$ cat src/hw/rtl/ps2kd_pkg.sv
package ps2kd_pkg;

	localparam logic [7:0] CODE_EXT       = 8'hE0;
	localparam logic [7:0] CODE_BRK       = 8'hF0;
	localparam logic [7:0] CODE_LSHIFT    = 8'h12;
	localparam logic [7:0] CODE_RSHIFT    = 8'h59;
	localparam logic [7:0] CODE_CAPS      = 8'h58;
	localparam logic [7:0] CODE_UP        = 8'h75;
	localparam logic [7:0] CODE_DOWN      = 8'h72;
	localparam logic [7:0] CODE_LEFT      = 8'h6B;
	localparam logic [7:0] CODE_RIGHT     = 8'h74;

	localparam int unsigned SCAN_W = 8;
	localparam int unsigned CHAR_W = 7;
	localparam int unsigned KIND_W = 3;

	// prefix tracker, one-hot
	typedef enum logic [3:0] {
		PFX_IDLE    = 4'b0001,
		PFX_EXT     = 4'b0010,
		PFX_BRK     = 4'b0100,
		PFX_EXT_BRK = 4'b1000
	} prefix_t;

	typedef enum logic [KIND_W-1:0] {
		EV_NONE  = 3'd0,
		EV_CHAR  = 3'd1,
		EV_UP    = 3'd2,
		EV_DOWN  = 3'd3,
		EV_LEFT  = 3'd4,
		EV_RIGHT = 3'd5
	} event_kind_t;

	typedef struct packed {
		prefix_t prefix;
		logic    shift_held;
		logic    caps_on;
	} kb_state_t;

	// set-2 make code to lower-case ASCII; zero where no character
	function automatic logic [CHAR_W-1:0] key_lookup(input logic [SCAN_W-1:0] code);
		logic [CHAR_W-1:0] ch;
		begin
			case (code)
				8'd14:   ch = 7'h60; // `
				8'd21:   ch = 7'h71; // q
				8'd22:   ch = 7'h31; // 1
				8'd26:   ch = 7'h7A; // z
				8'd27:   ch = 7'h73; // s
				8'd28:   ch = 7'h61; // a
				8'd29:   ch = 7'h77; // w
				8'd30:   ch = 7'h32; // 2
				8'd33:   ch = 7'h63; // c
				8'd34:   ch = 7'h78; // x
				8'd35:   ch = 7'h64; // d
				8'd36:   ch = 7'h65; // e
				8'd37:   ch = 7'h34; // 4
				8'd38:   ch = 7'h33; // 3
				8'd41:   ch = 7'h20; // space
				8'd42:   ch = 7'h76; // v
				8'd43:   ch = 7'h66; // f
				8'd44:   ch = 7'h74; // t
				8'd45:   ch = 7'h72; // r
				8'd46:   ch = 7'h35; // 5
				8'd49:   ch = 7'h6E; // n
				8'd50:   ch = 7'h62; // b
				8'd51:   ch = 7'h68; // h
				8'd52:   ch = 7'h67; // g
				8'd53:   ch = 7'h79; // y
				8'd54:   ch = 7'h36; // 6
				8'd58:   ch = 7'h6D; // m
				8'd59:   ch = 7'h6A; // j
				8'd60:   ch = 7'h75; // u
				8'd61:   ch = 7'h37; // 7
				8'd62:   ch = 7'h38; // 8
				8'd65:   ch = 7'h2C; // ,
				8'd66:   ch = 7'h6B; // k
				8'd67:   ch = 7'h69; // i
				8'd68:   ch = 7'h6F; // o
				8'd69:   ch = 7'h30; // 0
				8'd70:   ch = 7'h39; // 9
				8'd73:   ch = 7'h2E; // .
				8'd74:   ch = 7'h2F; // /
				8'd75:   ch = 7'h6C; // l
				8'd76:   ch = 7'h3B; // ;
				8'd77:   ch = 7'h70; // p
				8'd78:   ch = 7'h2D; // -
				8'd82:   ch = 7'h27; // '
				8'd84:   ch = 7'h5B; // [
				8'd85:   ch = 7'h3D; // =
				8'd90:   ch = 7'h0D; // enter
				8'd91:   ch = 7'h5D; // ]
				8'd93:   ch = 7'h5C; // backslash
				8'd102:  ch = 7'h7F; // backspace
				8'd110:  ch = 7'h60; // `
				default: ch = '0;
			endcase
			return ch;
		end
	endfunction

endpackage

$ cat src/hw/rtl/ps2kd_decode.sv
// Combinational decode of one scan byte against the current keyboard state.
module ps2kd_decode (
	input  logic [ps2kd_pkg::SCAN_W-1:0] scan_byte,
	input  ps2kd_pkg::kb_state_t         cur,
	output ps2kd_pkg::kb_state_t         nxt,
	output ps2kd_pkg::event_kind_t       kind,
	output logic [ps2kd_pkg::CHAR_W-1:0] char_code
);

	logic                         is_shift;
	logic                         do_key;
	logic [ps2kd_pkg::CHAR_W-1:0] raw_ch;
	logic                         is_lower;
	logic [ps2kd_pkg::CHAR_W-1:0] ch;

	assign is_shift = (scan_byte == ps2kd_pkg::CODE_LSHIFT) ||
	                  (scan_byte == ps2kd_pkg::CODE_RSHIFT);

	// prefix / modifier tracking
	always_comb begin
		nxt    = cur;
		do_key = 1'b0;
		nxt.prefix = ps2kd_pkg::PFX_IDLE;
		case (cur.prefix)
			ps2kd_pkg::PFX_EXT: begin
				if (scan_byte == ps2kd_pkg::CODE_BRK)
					nxt.prefix = ps2kd_pkg::PFX_EXT_BRK;
				else
					do_key = 1'b1;
			end
			ps2kd_pkg::PFX_BRK: begin
				if (is_shift)
					nxt.shift_held = 1'b0;
			end
			ps2kd_pkg::PFX_EXT_BRK: begin
				// extended break: byte dropped
			end
			default: begin
				if (scan_byte == ps2kd_pkg::CODE_EXT)
					nxt.prefix = ps2kd_pkg::PFX_EXT;
				else if (scan_byte == ps2kd_pkg::CODE_BRK)
					nxt.prefix = ps2kd_pkg::PFX_BRK;
				else if (is_shift)
					nxt.shift_held = 1'b1;
				else if (scan_byte == ps2kd_pkg::CODE_CAPS)
					nxt.caps_on = ~cur.caps_on;
				else
					do_key = 1'b1;
			end
		endcase
	end

	// key lookup; codes past the table fall into the lookup default
	assign raw_ch   = ps2kd_pkg::key_lookup(scan_byte);
	assign is_lower = (raw_ch >= 7'h61) && (raw_ch <= 7'h7A);
	assign ch       = (is_lower && (cur.caps_on ^ cur.shift_held)) ?
	                  (raw_ch & 7'h5F) : raw_ch;

	always_comb begin
		kind      = ps2kd_pkg::EV_NONE;
		char_code = '0;
		if (do_key) begin
			case (scan_byte)
				ps2kd_pkg::CODE_UP:    kind = ps2kd_pkg::EV_UP;
				ps2kd_pkg::CODE_DOWN:  kind = ps2kd_pkg::EV_DOWN;
				ps2kd_pkg::CODE_LEFT:  kind = ps2kd_pkg::EV_LEFT;
				ps2kd_pkg::CODE_RIGHT: kind = ps2kd_pkg::EV_RIGHT;
				default: begin
					if (ch != '0) begin
						kind      = ps2kd_pkg::EV_CHAR;
						char_code = ch;
					end
				end
			endcase
		end
	end

endmodule

$ cat src/hw/rtl/ps2_scancode_key_decoder.sv
// PS/2 scan-code set 2 key decoder.
// Slave stream (s_*): one raw keyboard byte per transaction in s_tdata.
// Master stream (m_*): exactly one result per input byte. m_tuser carries the
//   event kind (none, char, up, down, left, right); m_tdata carries the ASCII
//   code for a char event and zero otherwise. Prefix, modifier and break bytes
//   still produce a result, with kind none.
// Pipeline: input register (_s1), then the decode logic, then the output
//   register. A byte accepted into stage 1 moves on into the output register
//   when that register is empty or being read, and then shows on m_tvalid.
// Throughput: one byte per cycle unless the master side stalls; the only loop
//   is the prefix/shift/caps state, updated as the byte leaves stage 1.
// Reset (arst_n low, asynchronous): prefix tracker idle, shift and caps off,
//   both stages empty.
// Stall: when m_tready is low the output register holds its transaction,
//   stage 1 holds its byte, and s_tready drops once stage 1 is full. No byte
//   is lost or repeated.
module ps2_scancode_key_decoder (
	input  logic       clk,
	input  logic       arst_n,
	input  logic       s_tvalid,
	output logic       s_tready,
	input  logic [7:0] s_tdata,   // [7:0] scan_byte
	output logic       m_tvalid,
	input  logic       m_tready,
	output logic [7:0] m_tdata,   // [6:0] char_code, [7] zero
	output logic [2:0] m_tuser    // [2:0] event_kind
);

	logic [ps2kd_pkg::SCAN_W-1:0] byte_s1;
	logic                         valid_s1;
	ps2kd_pkg::kb_state_t         state_q;
	ps2kd_pkg::kb_state_t         state_nxt;
	ps2kd_pkg::event_kind_t       kind_nxt;
	logic [ps2kd_pkg::CHAR_W-1:0] char_nxt;
	ps2kd_pkg::event_kind_t       kind_q;
	logic [ps2kd_pkg::CHAR_W-1:0] char_q;
	logic                         out_valid_q;
	logic                         advance;

	// stage 1 moves into the output register when that register is empty or being read
	assign advance  = valid_s1 && (!out_valid_q || m_tready);
	assign s_tready = !valid_s1 || advance;

	always_ff @(posedge clk or negedge arst_n) begin
		if (!arst_n) begin
			valid_s1 <= 1'b0;
		end else if (s_tready) begin
			valid_s1 <= s_tvalid;
		end
	end

	always_ff @(posedge clk) begin
		if (s_tready && s_tvalid)
			byte_s1 <= s_tdata;
	end

	ps2kd_decode u_decode (
		.scan_byte (byte_s1),
		.cur       (state_q),
		.nxt       (state_nxt),
		.kind      (kind_nxt),
		.char_code (char_nxt)
	);

	always_ff @(posedge clk or negedge arst_n) begin
		if (!arst_n) begin
			state_q.prefix     <= ps2kd_pkg::PFX_IDLE;
			state_q.shift_held <= 1'b0;
			state_q.caps_on    <= 1'b0;
			out_valid_q        <= 1'b0;
		end else begin
			if (advance)
				state_q <= state_nxt;
			if (advance)
				out_valid_q <= 1'b1;
			else if (m_tready)
				out_valid_q <= 1'b0;
		end
	end

	always_ff @(posedge clk) begin
		if (advance) begin
			kind_q <= kind_nxt;
			char_q <= char_nxt;
		end
	end

	assign m_tvalid = out_valid_q;
	assign m_tdata  = {1'b0, char_q};
	assign m_tuser  = kind_q;

endmodule

$ cat config.mk
export PLATFORM = sky130hd
export DESIGN_NAME = ps2_scancode_key_decoder
export DESIGN_NICKNAME = d
export VERILOG_FILES = /design/src/hw/rtl/ps2kd_pkg.sv /design/src/hw/rtl/ps2kd_decode.sv /design/src/hw/rtl/ps2_scancode_key_decoder.sv
export SDC_FILE = /design/constraint.sdc
export NUM_CORES = 1
export LEC_CHECK = 0
export ABC_CLOCK_PERIOD_IN_PS = 2800
export BUFFER_PORTS_ARGS = -buffer_cell sky130_fd_sc_hd__buf_2
export CORE_MARGIN = 3
export CORE_UTILIZATION = 35
export DETAILED_ROUTE_END_ITERATION = 7
export PLACE_DENSITY = 0.61
export SYNTH_ARGS = -nofsm -noshare
export SYNTH_HDL_FRONTEND = slang
export SYNTH_SLANG_ARGS = --single-unit
$ cat constraint.sdc
create_clock -name clk -period 2.8 [get_ports clk]
set_input_delay 0 -clock clk [delete_from_list [all_inputs] [get_ports clk]]
set_output_delay 0 -clock clk [all_outputs]
set_load 0.02 [all_outputs]
-- Word-level counts from Yosys, hierarchy flattened
Memory sizes are Yosys's and may differ from the RTL's. A register that Yosys moved wholly into a read port is not among the register bits.
Cells that the tools add are included.
- logic and storage cells: 75
- register bits: 26
- memories: 1
- ROM bits: 896
- memory list (memory ; depth ; width ; read ports ; clocked after Yosys merged registers in ; write ports ; RTL line ; RTL):
    (name not given) ; 128 ; 7 ; 1 ; 1 ; 0 ; ps2kd_pkg.sv:44 ; case (code)
- multiplexer cells: 24
- reductions and logical operators: 17
- $lt $le $gt $ge: 2
- bitwise gates (word level): 9
- eq/ne operators: 14
- operator list (operator ; count):
    $eq 8x7->1 const B ; 6
    $eq 8x8->1 const B ; 2
    $mux 7 ; 2
    $mux 1 ; 12
    $pmux 3 s4 ; 1
    $eq 8x5->1 const B ; 1
    $mux 4 ; 2
    $not 1->1 ; 8
    $pmux 4 s2 ; 1
    $ge 7x7->1 const B ; 1
    $le 7x7->1 const B ; 1
    $reduce_bool 7->1 ; 1
    $mux 6 ; 1
    $reduce_and 6->1 ; 1
    $reduce_or 6->1 ; 1
    $reduce_and 5->1 ; 1
    $eq 4x2->1 const B ; 1
    $eq 4x3->1 const B ; 1
    $eq 4x4->1 const B ; 1
    $logic_and 1x1->1 ; 4
    $mux 2 ; 2
    $ne 2x2->1 const B ; 2
    $pmux 1 s2 ; 2
    $reduce_or 2->1 ; 2
    other kinds (6) ; 9

-- Logic depth before layout (Yosys ltp)
- depth after elaboration: 8
- gate-level depth with buffers: 14
- depth with buffers taken out: 13

-- Hierarchy
A second synthesis with hierarchy kept.
- cells, all modules: 269
- area total of the unflattened synthesis: 2414.8 µm²
- modules (own cells, without submodules) (module ; area an instance (µm²) ; instances ; cells an instance ; sequential area each (µm²)):
    ps2kd_decode ; 1515.2 ; 1 ; 228 ; 0.0
    ps2_scancode_key_decoder ; 899.6 ; 1 ; 41 ; 742.0

-- Worst setup path after synthesis
No wires, ideal clock.
- path kind: register to register
- start point: register out_valid_q, in the netlist m_tvalid
- end point: register with a tool-made name
- clock period less this slack: 2902 ps
- path buffers: 2
- setup time: 125 ps
- slack: -102 ps
- data arrival time: 2777 ps
- stages on the path, launching flop included: 15
- cells stage by stage: dfrtp_1 -> and3b_4 -> inv_2 -> buf_6 -> a21boi_0 -> a21oi_1 -> inv_1 -> ha_1 -> clkbuf_1 -> and3b_1 -> nand4_1 -> o31ai_1 -> a21oi_1 -> o311a_1 -> a31oi_1
- RTL lines (element ; RTL line ; RTL):
    from (decl) ; ps2_scancode_key_decoder.sv:37 ; logic out_valid_q;
    from (signal assigned) ; ps2_scancode_key_decoder.sv:70 ; out_valid_q <= 1'b0;
    from (signal assigned) ; ps2_scancode_key_decoder.sv:75 ; out_valid_q <= 1'b1;
    from (signal assigned) ; ps2_scancode_key_decoder.sv:77 ; out_valid_q <= 1'b0;

==> impl_metrics.py <==
metrics = {
    "floorplanning": {
        "fp-row-count": 31,
        "die_h_um": 95.37,
        "io_pins": 25,
        "floorplan.initialDensity_pct": 37.34,
        "die_width_um": 95.37,
        "dieArea_um2": 9094,
        "core_area_um2": 7486,
    },
    "drt": {
        "routed_via_density": 6.051,
        "wirelength_um": 7928,
        "drc_errors": 0,
        "ant_nets": 0,
        "first_pass_iters": 5,
        "initialDrtViolationCount": 285,
        "wl_per_cell_um": 16.98,
        "vias": 2826,
    },
    "logic_synthesis": {
        "synthArstFlopShare_pct": 24.24,
        "ys.flop_type": "edfxtp_1",
        "ys_seq_area_share_pct": 31.56,
        "post-synth-top-count-cell": "nand2_1",
        "avgSynthCellArea_um2": 8.221,
        "postSynthCellCount": 340,
        "synth_warnings": 0,
        "synth.top_cell.area_share_pct": 19.34,
        "syn-cell-area_um2": 2795,
        "yosys-top-cells-area": "edfxtp_1 19%, dfrtp_1 6.3%, dfxtp_1 5.0%, o21ai_0 4.1%, nand2_1 4.0%",
        "synth_fp_nets": 359,
        "synth_edf_count": 18,
        "yosys.area.top_type": "edfxtp_1",
        "synth.ff_latch_count": 33,
        "synthTopCellsByCount": "30 x nand2_1, 28 x nor2_1, 23 x o21ai_0",
        "yosysUniqueCellTypes": 73,
    },
    "grt": {
        "grt_pass1_vias": 2679,
        "grt_overflow_total": 0,
        "grt_max_degree": 20,
        "grt_pass1_wl_um": 13560,
        "antenna_found_initial": 0,
        "grt_usage_pct": 18.72,
    },
    "critical_path": {
        "worst-setup-path-type": "flop to flop",
        "worst_setup_path_start_kind": "flop",
        "cp-end-kind": "flop",
        "cp_max_fo": 12,
        "arrival_ns": 2.75,
        "rrSetupSlack_ns": 0.22,
        "crit_required_ns": 2.97,
    },
    "power": {
        "power_density_nw_per_um2": 467.6,
        "p_leak_uw": 0.001217,
        "ir_drop_mv": 0.2086,
    },
    "cts": {
        "clockBufferDepth": 2,
        "cts_sinks": 33,
        "cts_buffers": 5,
        "cts_max_level": 2,
        "cts_tree": "yes",
        "clkTransAtPathRegs_ns": 0.07,
        "clkLatencyLatePin_ns": 0.29,
        "cts-root-buf": "clkbuf_8",
    },
    "finish": {
        "synthToLayoutAreaGrowth_pct": 12.85,
        "nFillCells": 744,
        "diodes": 0,
        "fin_nets": 386,
        "register_area_um2": 882.1,
        "multi_input_area_um2": 1713,
        "drive_above_1_share_pct": 18.21,
    },
    "timing": {
        "period_needed_ns": 2.579,
        "drv_slew": 0,
        "tightest_slew_ns": 0.7624,
        "fin_skew_ns": 0.008370,
        "setup_viol": 0,
        "period_share_pct": 92.12,
        "setup_ws_ns": 0.2207,
        "max_freq_mhz": 387.7,
        "tns_ns": 0,
        "hold_violations": 0,
        "rsz0062_at_grt": "false",
        "relSlewSlack_pct": 48.95,
    },
    "job": {
        "maxCapViolations": 0,
    },
    "place": {
        "place_hpwl_um": 5867,
        "gp_congestion": 0.9547,
        "dpl_worst_slack_ns": 0.1883,
        "port_buffers": 23,
    },
    "min_path": {
        "hold_class": "primary input to flop",
    },
    "run_status": {
        "outcome": "complete, no violations",
    },
}
-- worst paths after layout --
check                                             from                      to  cells after the start
worst min-delay path                        s_tdata[0]    byte_s1[0]$_DFFE_PN_                      1
max in group asynchronous                       arst_n  state_q[2]$_DFFE_PN1P_                      2
worst max register to register    m_tvalid$_DFFE_PN0P_                    flop                     12
min in group asynchronous                       arst_n  state_q[3]$_DFFE_PN0P_                      2
worst max-delay path              m_tvalid$_DFFE_PN0P_                    flop                     12
worst min register to register  state_q[0]$_DFFE_PN0P_  state_q[0]$_DFFE_PN0P_                      1
-- worst max-delay path: stages, from the launching register on --
cell and delay [ns]:
dfrtp_1 0.38, and3b_4 0.24, inv_2 0.14, nand2_2 0.13, inv_2 0.10, a21oi_2 0.06
inv_1 0.10, ha_2 0.29, and3b_1 0.21, nand4_1 0.11, o31ai_1 0.14, nor2_1 0.13
o41ai_1 0.43
-- metal layers --
layer | vias to the layer above | share of wire (%) | global-route usage, %
met5 | - | 0 | 0
met4 | 0 | 2.2 | 6.971
met3 | 15 | 8.7 | 1.894
met2 | 153 | 44 | 28.05
met1 | 1315 | 45 | 27.61
li1 | 1343 | - | -
-- layout make-up --
type	instances	share of cell area (%)
multi-input combinational	265	54.30
sequential	33	27.97
timing repair buffer	43	8.806
tap	99	3.927
inverter	19	2.261
clock buffer	5	2.182
clock inverter	3	0.5553
-- cells in the final DEF, fill, tap and decap left out, types with 3 or more instances in the layout --
master / instances
buf_2: 23
nor2_1: 28
nand2b_1: 10
inv_1: 16
or3_1: 6
a31oi_1: 10
and2_1: 3
clkbuf_8: 5
o41ai_1: 3
edfxtp_1: 18
mux2i_1: 4
nor4_1: 9
o31ai_1: 3
buf_4: 15
a211oi_1: 6
ha_1: 6
o211ai_1: 9
xor2_1: 3
xnor2_1: 3
o211a_1: 3
dfxtp_1: 7
nand4b_1: 5
nand3_1: 9
o21ai_0: 23
nor3_1: 9
dlygate4sd3_1: 5
nand2_1: 30
mux2_2: 4
dfrtp_1: 7
a21oi_1: 21
a32oi_1: 6
inv_2: 3
-- metrics by stage --
step	area, um2	hold WS, ns	total power, uW	instances	util [%]
floorplan	2799	-0.2956	973.0	340	-
global placement	3015	-0.1357	1114	454	40.28
detailed placement	3015	-0.1323	1111	454	40.28
CTS	3152	0.003226	1472	467	42.10
global route	3154	0.01885	1563	467	42.14
finish	3154	0.02936	1475	467	42.14
-- timing repair --
action	CTS	global route
setup endpoints to repair	0	7
hold endpoints to repair	12	0
resized for setup	0	2
hold buffers	5	0
setup buffers	0	0
-- report_power, final --
part | switching [uW] | leakage [uW] | internal (uW)
combinational | 330 | 0.000836 | 188
sequential | 34.5 | 0.000336 | 569
clock | 182 | 0.0000439 | 171
-- cell families (layout without fill, tap and decap cells) --
group	count (synthesis)	count (layout)	share of synthesized area, %
other cells	1	1	0.1342
flops	33	33	31.56
mux	8	8	3.044
buf+inv	42	70	7.386
simple gates	129	129	24.35
fa+ha+maj	7	7	3.133
compound gates	114	114	28.51
xor+xnor	6	6	1.880
No activity file was read; power rests on OpenSTA's default activity.
